`config.mk`:
```
export PLATFORM = sky130hd
export DESIGN_NAME = contactor_dwell_controller_top
export DESIGN_NICKNAME = d
export VERILOG_FILES = /design/src/hdl/cdwc_pkg.sv /design/src/hdl/cdwc_dwell_chan.sv /design/src/hdl/contactor_dwell_controller_top.sv
export SDC_FILE = /design/constraint.sdc
export NUM_CORES = 1
export LEC_CHECK = 0
export BUFFER_PORTS_ARGS = -buffer_cell sky130_fd_sc_hd__buf_2
export CELL_PAD_IN_SITES_DETAIL_PLACEMENT = 1
export CELL_PAD_IN_SITES_GLOBAL_PLACEMENT = 1
export CORE_UTILIZATION = 49
export DETAILED_ROUTE_END_ITERATION = 12
export GPL_ROUTABILITY_DRIVEN = 0
export PLACE_DENSITY_LB_ADDON = 0.1
export SYNTH_ARGS = -nofsm -noshare
export SYNTH_HDL_FRONTEND = slang
export SYNTH_SLANG_ARGS = --single-unit
export TNS_END_PERCENT = 10
```
`constraint.sdc`:
```
create_clock -name clk -period 7.4 [get_ports clk]
set_input_delay 0.74 -clock clk [delete_from_list [all_inputs] [get_ports clk]]
set_output_delay 0.74 -clock clk [all_outputs]
set_load 0.05 [all_outputs]
```
`src/hdl/cdwc_pkg.sv`:
```
// ----------------------------------------------------------------------------
// cdwc_pkg
// Shared types and constants for the contactor dwell controller.
// ----------------------------------------------------------------------------
package cdwc_pkg;

  // request opcodes
  typedef enum logic [2:0] {
    OP_SET_PRE = 3'd0,
    OP_SET_DSG = 3'd1,
    OP_SET_CHG = 3'd2,
    OP_DISABLE = 3'd3,
    OP_REFRESH = 3'd4
  } cdwc_op_t;

  // configuration register indexes
  localparam logic [1:0] CFG_DWELL_TIME = 2'd0;
  localparam logic [1:0] CFG_FORCE_ON   = 2'd1;
  localparam logic [1:0] CFG_CHECK_EN   = 2'd2;
  localparam logic [1:0] CFG_PERCENT    = 2'd3;

  localparam int CfgIdxW  = 2;
  localparam int CfgDataW = 16;

  // reset values
  localparam logic [15:0] DWELL_RESET   = 16'd3000;
  localparam logic [6:0]  PERCENT_RESET = 7'd90;
  localparam logic [7:0]  PATTERN_NONE  = 8'hFF;

  // drive pattern bit positions
  localparam int BIT_PRE = 0;
  localparam int BIT_DSG = 1;
  localparam int BIT_CHG = 2;

  // load * 100 for the readiness compare
  localparam logic [6:0] PCT_SCALE = 7'd100;

  // stream widths
  localparam int InDataW  = 72;
  localparam int InUserW  = 3;
  localparam int OutDataW = 8;

  // control into one dwell channel
  typedef struct packed {
    logic        sel;    // a set request for this channel is retiring
    logic        clear;  // disable-all is retiring
    logic        want;
    logic [31:0] now_ms;
  } chan_ctrl_t;

  // status out of one dwell channel
  typedef struct packed {
    logic change_ok;  // dwell elapsed and wanted state differs
  } chan_stat_t;

endpackage

```
`src/hdl/cdwc_dwell_chan.sv`:
```
// ----------------------------------------------------------------------------
// cdwc_dwell_chan
// One contactor channel: last requested state, time of last change and the
// dwell check (modulo 2^32 time difference).
// ----------------------------------------------------------------------------
module cdwc_dwell_chan
  import cdwc_pkg::*;
(
  input  logic        clk,
  input  logic        rst_n,
  input  logic [15:0] dwell_time_ms,
  input  chan_ctrl_t  ctrl,
  output chan_stat_t  stat
);

  logic        last_r, last_nxt;
  logic [31:0] stamp_r, stamp_nxt;
  logic [31:0] elapsed;

  assign elapsed        = ctrl.now_ms - stamp_r;
  assign stat.change_ok = (elapsed >= {16'd0, dwell_time_ms}) && (last_r != ctrl.want);

  always_comb begin
    last_nxt  = last_r;
    stamp_nxt = stamp_r;
    if (ctrl.clear) begin
      last_nxt = 1'b0;
    end else if (ctrl.sel && stat.change_ok) begin
      last_nxt  = ctrl.want;
      stamp_nxt = ctrl.now_ms;
    end
  end

  always_ff @(posedge clk) begin
    if (!rst_n) begin
      last_r  <= 1'b0;
      stamp_r <= 32'd0;
    end else begin
      last_r  <= last_nxt;
      stamp_r <= stamp_nxt;
    end
  end

endmodule

```
`src/hdl/contactor_dwell_controller_top.sv`:
```
// ----------------------------------------------------------------------------
// contactor_dwell_controller_top
// Contactor controller for precharge, discharge and charge with per-channel
// dwell time, permission gating and precharge readiness check.
// ----------------------------------------------------------------------------
//
//  channel | dir | handshake          | payload
//  --------+-----+--------------------+------------------------------------
//  in_     | in  | tvalid/tready      | tuser opcode, tdata request fields
//  out_    | out | tvalid/tready      | tdata drive pattern, ready, changed
//  cfg_    | in  | wr_en (no wait)    | index 0..3, data 16 bit
//
//  One item per cycle sustained while out_tready is held high. An item is held
//  in the input register, is resolved by the update logic as it moves into the
//  result register, and is presented at out_ from the result register.
//  Contactor state updates only when an item moves into the result register,
//  so a stalled out_ side freezes that state and backs up to in_tready.
//  rst_n is synchronous: it empties both stages and restores register and
//  channel reset values.
//
module contactor_dwell_controller_top
  import cdwc_pkg::*;
(
  input  logic                clk,
  input  logic                rst_n,

  input  logic                in_tvalid,
  output logic                in_tready,
  // [0] wanted_state, [32:1] now_ms, [33] low_current_ok, [34] charge_ok,
  // [51:35] load_voltage_mv, [68:52] module_voltage_mv, [71:69] zero
  input  logic [InDataW-1:0]  in_tdata,
  // [2:0] opcode
  input  logic [InUserW-1:0]  in_tuser,

  output logic                out_tvalid,
  input  logic                out_tready,
  // [0] precharge_on, [1] discharge_on, [2] charge_on, [3] precharge_ready,
  // [4] drive_changed, [7:5] zero
  output logic [OutDataW-1:0] out_tdata,

  input  logic                cfg_wr_en,
  input  logic [CfgIdxW-1:0]  cfg_index,
  input  logic [CfgDataW-1:0] cfg_data
);

  // ---------------- configuration registers ----------------
  logic [15:0] dwell_r;
  logic        force_on_r;
  logic        check_en_r;
  logic [6:0]  percent_r;

  always_ff @(posedge clk) begin
    if (!rst_n) begin
      dwell_r    <= DWELL_RESET;
      force_on_r <= 1'b0;
      check_en_r <= 1'b0;
      percent_r  <= PERCENT_RESET;
    end else if (cfg_wr_en) begin
      case (cfg_index)
        CFG_DWELL_TIME: dwell_r    <= cfg_data;
        CFG_FORCE_ON:   force_on_r <= cfg_data[0];
        CFG_CHECK_EN:   check_en_r <= cfg_data[0];
        CFG_PERCENT:    percent_r  <= cfg_data[6:0];
        default:        ;
      endcase
    end
  end

  // ---------------- input register ----------------
  logic                s1_valid_r;
  logic [InDataW-1:0]  s1_data_r;
  logic [InUserW-1:0]  s1_op_r;
  logic                s1_adv;   // stage-1 item moves to the result register
  logic                retire;

  assign s1_adv    = !out_tvalid || out_tready;
  assign in_tready = !s1_valid_r || s1_adv;
  assign retire    = s1_valid_r && s1_adv;

  always_ff @(posedge clk) begin
    if (!rst_n) begin
      s1_valid_r <= 1'b0;
    end else if (in_tready) begin
      s1_valid_r <= in_tvalid;
    end
  end

  always_ff @(posedge clk) begin
    if (in_tready && in_tvalid) begin
      s1_data_r <= in_tdata;
      s1_op_r   <= in_tuser;
    end
  end

  // unpack the held item
  logic        want;
  logic [31:0] now_ms;
  logic        lc_ok, c_ok;
  logic [16:0] load_mv, module_mv;

  assign want      = s1_data_r[0];
  assign now_ms    = s1_data_r[32:1];
  assign lc_ok     = s1_data_r[33];
  assign c_ok      = s1_data_r[34];
  assign load_mv   = s1_data_r[51:35];
  assign module_mv = s1_data_r[68:52];

  logic is_pre, is_dsg, is_chg, is_dis, is_ref;
  assign is_pre = (s1_op_r == OP_SET_PRE);
  assign is_dsg = (s1_op_r == OP_SET_DSG);
  assign is_chg = (s1_op_r == OP_SET_CHG);
  assign is_dis = (s1_op_r == OP_DISABLE);
  assign is_ref = (s1_op_r == OP_REFRESH);

  // ---------------- dwell channels ----------------
  chan_ctrl_t ctrl_pre, ctrl_dsg, ctrl_chg;
  chan_stat_t stat_pre, stat_dsg, stat_chg;

  always_comb begin
    ctrl_pre = '{sel: retire && is_pre, clear: retire && is_dis, want: want, now_ms: now_ms};
    ctrl_dsg = '{sel: retire && is_dsg, clear: retire && is_dis, want: want, now_ms: now_ms};
    ctrl_chg = '{sel: retire && is_chg, clear: retire && is_dis, want: want, now_ms: now_ms};
  end

  cdwc_dwell_chan u_pre (.clk, .rst_n, .dwell_time_ms(dwell_r), .ctrl(ctrl_pre),
                         .stat(stat_pre));
  cdwc_dwell_chan u_dsg (.clk, .rst_n, .dwell_time_ms(dwell_r), .ctrl(ctrl_dsg),
                         .stat(stat_dsg));
  cdwc_dwell_chan u_chg (.clk, .rst_n, .dwell_time_ms(dwell_r), .ctrl(ctrl_chg),
                         .stat(stat_chg));

  // ---------------- drive update ----------------
  logic [2:0] desired_r, desired_nxt;
  logic [2:0] drive_r, drive_nxt;
  logic [7:0] last_rep_r, last_rep_nxt;
  logic [2:0] pattern;
  logic       set_taken;   // an accepted set request: recompute
  logic       changed;
  logic       dsg_perm;

  assign set_taken = (is_pre && stat_pre.change_ok) || (is_dsg && stat_dsg.change_ok) ||
                     (is_chg && stat_chg.change_ok);

  always_comb begin
    desired_nxt = desired_r;
    if (is_pre && stat_pre.change_ok) desired_nxt[BIT_PRE] = want;
    if (is_dsg && stat_dsg.change_ok) desired_nxt[BIT_DSG] = want;
    if (is_chg && stat_chg.change_ok) desired_nxt[BIT_CHG] = want;
  end

  assign dsg_perm         = lc_ok || force_on_r;
  assign pattern[BIT_PRE] = desired_nxt[BIT_PRE] && dsg_perm;
  assign pattern[BIT_DSG] = desired_nxt[BIT_DSG] && dsg_perm;
  assign pattern[BIT_CHG] = desired_nxt[BIT_CHG] && c_ok;

  always_comb begin
    drive_nxt    = drive_r;
    last_rep_nxt = last_rep_r;
    changed      = 1'b0;
    if (is_dis) begin
      drive_nxt = 3'b000;
    end else if (set_taken || is_ref) begin
      drive_nxt = pattern;
      if ({5'd0, pattern} != last_rep_r) begin
        changed      = 1'b1;
        last_rep_nxt = {5'd0, pattern};
      end
    end
  end

  always_ff @(posedge clk) begin
    if (!rst_n) begin
      desired_r  <= 3'b000;
      drive_r    <= 3'b000;
      last_rep_r <= PATTERN_NONE;
    end else if (retire) begin
      desired_r  <= desired_nxt;
      drive_r    <= drive_nxt;
      last_rep_r <= last_rep_nxt;
    end
  end

  // ---------------- readiness: load*100 < module*percent ----------------
  logic [23:0] load_scaled, module_scaled;
  logic        ready;

  assign load_scaled   = 24'(load_mv) * 24'(PCT_SCALE);
  assign module_scaled = 24'(module_mv) * 24'(percent_r);
  assign ready         = !(is_dsg && check_en_r && (load_scaled < module_scaled));

  // ---------------- result register ----------------
  always_ff @(posedge clk) begin
    if (!rst_n) begin
      out_tvalid <= 1'b0;
    end else if (s1_adv) begin
      out_tvalid <= s1_valid_r;
    end
  end

  always_ff @(posedge clk) begin
    if (retire) begin
      out_tdata <= {3'b000, changed, ready, drive_nxt};
    end
  end

endmodule

```
* Word-level counts from Yosys, hierarchy flattened *
Cells that the tools add are included.

cells by class
  add/sub/neg operators = 3
  $mul = 2
  divide/modulo/power cells = 0
  $lt $le $gt $ge = 4
  equality and inequality tests = 11
  shift operators = 0
  multiplexer cells = 6
  bitwise logic cells = 4
  reduce and logical (&&, ||, !) cells = 41

operators with widths
  kind                                                 count
  >= comparator 32 x 16 -> 1 bit                       3
  subtractor 32 bit                                    3
  less-than comparator 24 bit                          1
  multiplier 17 x 7 -> 24 bit                          1
  multiplier 17 x 5 -> 22 bit (second input constant)  1
  logical AND 1 bit                                    20
  AND reduction 2 bit                                  7
  inequality test 3 x 8 -> 1 bit                       1
  == test 3 x 2 -> 1 bit (second input constant)       2
  logical OR 1 bit                                     6
  2-to-1 mux 3 bit                                     2
  == test 2 bit (second input constant)                2
  2-to-1 mux 1 bit                                     4
  NOT 1 bit                                            4
  AND reduction 4 bit                                  1
  OR reduction 2 bit                                   2
  == test 3 x 1 -> 1 bit (second input constant)       1
  == test 3 bit (second input constant)                1
  logical NOT 1 bit                                    3
  logical NOT 3 bit                                    1
  inequality test 1 bit                                3
  == test 2 x 1 -> 1 bit (second input constant)       1
  logical NOT 2 bit                                    1

word-level totals
  register bits = 217
  bits in latches = 0
  RAM bits = 0
  bits in read-only memories = 0
  input port bits = 98
  output and inout port bits = 10
  word-level logic and storage cells = 90
  memories = 0

* Longest topological paths before layout *
  depth after elaboration = 9
  mapped depth = 28
  depth with buffers taken out = 27

* Cells and area by module *
A second synthesis with hierarchy kept.

second synthesis, totals
  cell total of the unflattened synthesis = 2543
  area, all modules = 21805.9 sq um

modules (own cells, without submodules)
  module                          instances  cells an instance  area an instance (sq um)  sequential area each (sq um)
  contactor_dwell_controller_top  1          1013               10024.6                   3052.9
  cdwc_dwell_chan at u_dsg ...    2          514                4005.1                    660.6
  cdwc_dwell_chan at u_chg        1          502                3771.1                    660.6

* Worst setup path after synthesis *
Ideal clock, no wire load.

  path type = reg-to-reg
  from = register percent_r[6]
  to = register out_tdata[3], data pin
  setup time = 0.274 ns
  arrival time = 6.159 ns
  required time = 7.126 ns
  setup slack = 0.967 ns
  stages on the path, launching flop included = 27
  buffers on the path = 1
  clock period less this slack = 6.433 ns
  cells stage by stage = dfxtp_1 clkbuf_1 nand2_1 fa_1 fa_1 inv_1 fa_1 inv_1 fa_1 inv_1 ha_1 a21boi_0 o21ai_0 a21boi_0 o21ai_0 a21boi_0 o311a_1 o41ai_1 o2111ai_1 a31oi_1 o21bai_1 xnor2_1 ha_1 a21o_1 a221oi_1 o21a_1 a31oi_1

between the ends
  cells in the longest elaborated chain, start to end = 4

ends and longest elaborated chain
  what                         line                                   text
  from (decl)                  contactor_dwell_controller_top.sv:50   logic [6:0] percent_r;
  from (signal assigned)       contactor_dwell_controller_top.sv:63   CFG_PERCENT: percent_r <= cfg_data[6:0];
  multiplier 17 x 7 -> 24 bit  contactor_dwell_controller_top.sv:188  assign module_scaled = 24'(module_mv) * 24'(percent_r);
  less-than comparator 24 bit  contactor_dwell_controller_top.sv:189  assign ready = !(is_dsg && check_en_r && (load_scaled < module_scaled));
  logical AND 1 bit            contactor_dwell_controller_top.sv:189
  logical NOT 1 bit            contactor_dwell_controller_top.sv:189
  via ready                    contactor_dwell_controller_top.sv:185  logic ready;
  to (signal assigned)         contactor_dwell_controller_top.sv:202  out_tdata <= {3'b000, changed, ready, drive_nxt};
  to (decl)                    contactor_dwell_controller_top.sv:39   output logic [OutDataW-1:0] out_tdata,

The timed path passes the listed nets, and every way through them passes these cells.
A chain may end at the register's enable or synchronous reset.

* Worst setup path in the final report *
  from = register s1_data_r[55]
  to = register out_tdata[3], data pin

between the ends
  cells in the longest elaborated chain, start to end = 4

ends and longest elaborated chain
  what                         line                                   text
  from (decl)                  contactor_dwell_controller_top.sv:71   logic [InDataW-1:0] s1_data_r;
  from (signal assigned)       contactor_dwell_controller_top.sv:90   s1_data_r <= in_tdata;
  multiplier 17 x 7 -> 24 bit  contactor_dwell_controller_top.sv:188
  less-than comparator 24 bit  contactor_dwell_controller_top.sv:189
  logical AND 1 bit            contactor_dwell_controller_top.sv:189
  logical NOT 1 bit            contactor_dwell_controller_top.sv:189
  via ready                    contactor_dwell_controller_top.sv:185

The timed path passes the listed nets, and every way through them passes these cells.

==> metrics.txt <==
GRT Total Usage 27.37%; Max-cap violations 0; register area share after synthesis about 24%; First DRT Iteration DRCs around 690; Die W 207.5 um; Worst Hold Class input pin to register; Core Footprint 41200 um^2; power density cells 219.9 nW/um^2; Clock Tree Buf Depth 3; port bufs roughly 100; worst-skew pair later-pin latency 590 ps; placed inst area approximately 22000 um^2; Post-Syn Area 20690 um^2; Initial Utilization 50.21%; antenna-violating nets left 0; DP Wirelength 47130 um; maximum vdd drop around 0.00021 V; # setup viols final 0; pin count of the biggest net entering global routing 73; critical path class register to register; Post-Syn Area per Cell around 8.6 um^2; initial antenna violation count 1; via count 17640; Req. time, crit path 7710 ps; fin crit share 93.24%; root buffer cell clkbuf_16; design area 22670 um^2; arrival time at the worst endpoint 7210 ps; gate count after technology mapping 2402; NumNets Final 2925; number of global-route vias before repair 19080; library cells used by synthesis 98; drt drc 0; Ys Warns 0; min cycle time layout a little under 7000 ps; status finished clean; unrepaired setup endpoints after global routing no; Post-synth EDFFs 77; post-CTS setup buffers 0; Critical Path End Type register; via/cell ratio approximately 5.8; Fillers 4885; Slew Limit Fails 0; die area between 40000 and 50000 um^2; Die Y around 210 um; Worst-Margin Slew 1105 ps; final wirelength 58680 um; prevailing post-synth register cell dfxtp_1; Leak Pwr 9.666 nW; FF+latch count, synth 213; CTS Sinks 213; P&R area growth vs syn 9.599%; drt pass-1 iters 4; crit path max fanout 7; first-pass GRT wire length 95880 um; setup TNS 0 ps; Final Hold Vio Count 0; Slew HR 26.17%; total gr overflow 0; num ports 108; CTS H-tree lvls 1; Async SR Flop Fraction 0%; Clock Skews 15.18 ps; CTS tree built; CP Launch Type register; fmax 144.9 MHz; clock-pin slew on the worst setup and hold paths 60 ps; total CTS buffers 28; fraction of layout cells with a size suffix above 1 under 10%; per-cell routed wire length 19.35 um; num rows 74
cells by family after synthesis:
logic type / count (synthesis) / synth area share, %
AOI/OAI and AO/OA: 534 / 17.56
xor gates and xnor gates: 92 / 3.895
adders and majority gates: 349 / 24.34
buffers and inverters: 359 / 6.792
DFF: 213 / 24.34
muxes: 112 / 5.480
other: 1 / 0.01813
and+or+nand+nor: 742 / 17.57
cell type report:
| class | instances | area (um^2) | share of cell area [%] |
|---|---|---|---|
| clock buffer | 33 | 793.3 | 3.499 |
| antenna | 1 | 2.502 | 0.01104 |
| inverter | 288 | 1084 | 4.779 |
| tap | 532 | 665.6 | 2.936 |
| multi-input combinational | 1832 | 14280 | 62.99 |
| timing repair buffer | 115 | 610.6 | 2.693 |
| sequential | 213 | 5036 | 22.21 |
| clock inverter | 19 | 198.9 | 0.8775 |
critical path, stage by stage (launching register included):
cell	delay (ps)
edfxtp_1	480
and2_1	230
fa_1	550
inv_1	50
fa_1	470
inv_1	50
fa_1	530
inv_1	50
fa_1	530
inv_1	40
ha_1	330
a21boi_0	140
o21ai_0	240
a21boi_0	160
o21ai_0	220
a21boi_0	160
o311a_1	350
o41ai_1	250
buf_4	180
o2111ai_1	140
a31oi_1	190
o21bai_1	90
xnor2_1	130
ha_1	290
a21o_1	160
a221oi_1	390
o21a_1	180
a31oi_1	40
repair_timing:
action	in CTS	in global routing
endpoints found under the hold margin	0	0
hold buffers	0	0
setup endpoints to repair	0	1
resized for setup	0	1
synthesized netlist by cell type (all sizes together) (7+ instances only):
library cell	instances	share of area, %
a31oi	20	0.64
edfxtp	77	11
mux2i	105	5.1
mux2	7	0.40
and3	10	0.30
clkbuf	39	0.71
o2111ai	15	0.64
nand2b	16	0.48
o21ai	106	2.6
a21o	33	1.2
nor4	8	0.24
a31o	8	0.34
xor2	40	1.7
nand2	206	3.7
nand4	25	0.76
nor2b	22	0.67
a211oi	26	1.0
nor3	36	0.87
o211ai	29	1.1
xnor2	52	2.2
a21oi	139	3.4
o21a	49	1.8
o21bai	9	0.33
buf	32	0.85
or3	11	0.33
a21boi	16	0.58
a2111oi	9	0.56
inv	288	5.2
dfxtp	136	13
fa	89	8.6
a211o	11	0.47
ha	260	16
and4	7	0.30
nand3b	7	0.25
and2	104	3.1
nor2	211	3.8
nand3	38	0.94
or2	11	0.33
layer usage:
metal  wire [um]  global-route usage (%)
met3        1699                   2.648
met4        2028                   9.959
met2       30170                   51.33
met5           0                       0
met1       24790                   32.10
final timing paths:
kind | slack (ps) | end | start | cells after the start
max | 500 | out_tdata[3]$_DFFE_PP_ | s1_data_r[55]$_DFFE_PP_ | 27
min | 330 | s1_data_r[67]$_DFFE_PP_ | in_tdata[67] | 1
max reg2reg | 500 | out_tdata[3]$_DFFE_PP_ | s1_data_r[55]$_DFFE_PP_ | 27
min reg2reg | 460 | dwell_r[13]$_SDFFE_PN0P_ | dwell_r[13]$_SDFFE_PN0P_ | 2
layout by cell type, fill, tap and decap left out, types with 40 or more instances in the layout:
cell type and instances:
fa_1 89, ha_1 260, inv_1 287, a21oi_1 136, nand2_1 206, o21ai_0 96, xor2_1 40, nor2_1 209
dfxtp_1 135, edfxtp_1 77, xnor2_1 52, mux2i_1 105, and2_1 103, o21a_1 49, buf_2 101
where the power goes:
group,switching [W],internal [W]
clock,0.000591,0.000874
sequential,0.0000558,0.00125
combinational,0.00124,0.000968
metrics by stage:
step                      worst slack [ps]  std cells  power, W  hold slack (ps)  util [%]
after floorplan                      966.7       2404  0.002986            436.3         -
after global placement               495.3       2980  0.003406            445.4     52.61
after detailed placement             463.8       2980  0.003542            453.5     52.61
after CTS                            377.4       3032  0.005046            299.8     55.02
after global routing                 45.01       3032  0.005383            314.1     55.02
final                                500.6       3033  0.004986            331.3     55.03
state kept, by name (all words and copies together), names as in the netlist:
name,flops
drive_r,3
u_chg.stamp_r,32
out_tvalid,1
desired_r,3
u_chg.last_r,1
dwell_r,16
force_on_r,1
u_pre.last_r,1
u_pre.stamp_r,32
check_en_r,1
u_dsg.stamp_r,32
out_tdata,5
s1_valid_r,1
last_rep_r,4
s1_op_r,3
s1_data_r,69
percent_r,7
u_dsg.last_r,1
Note: power is estimated with default switching activity, not from simulation.
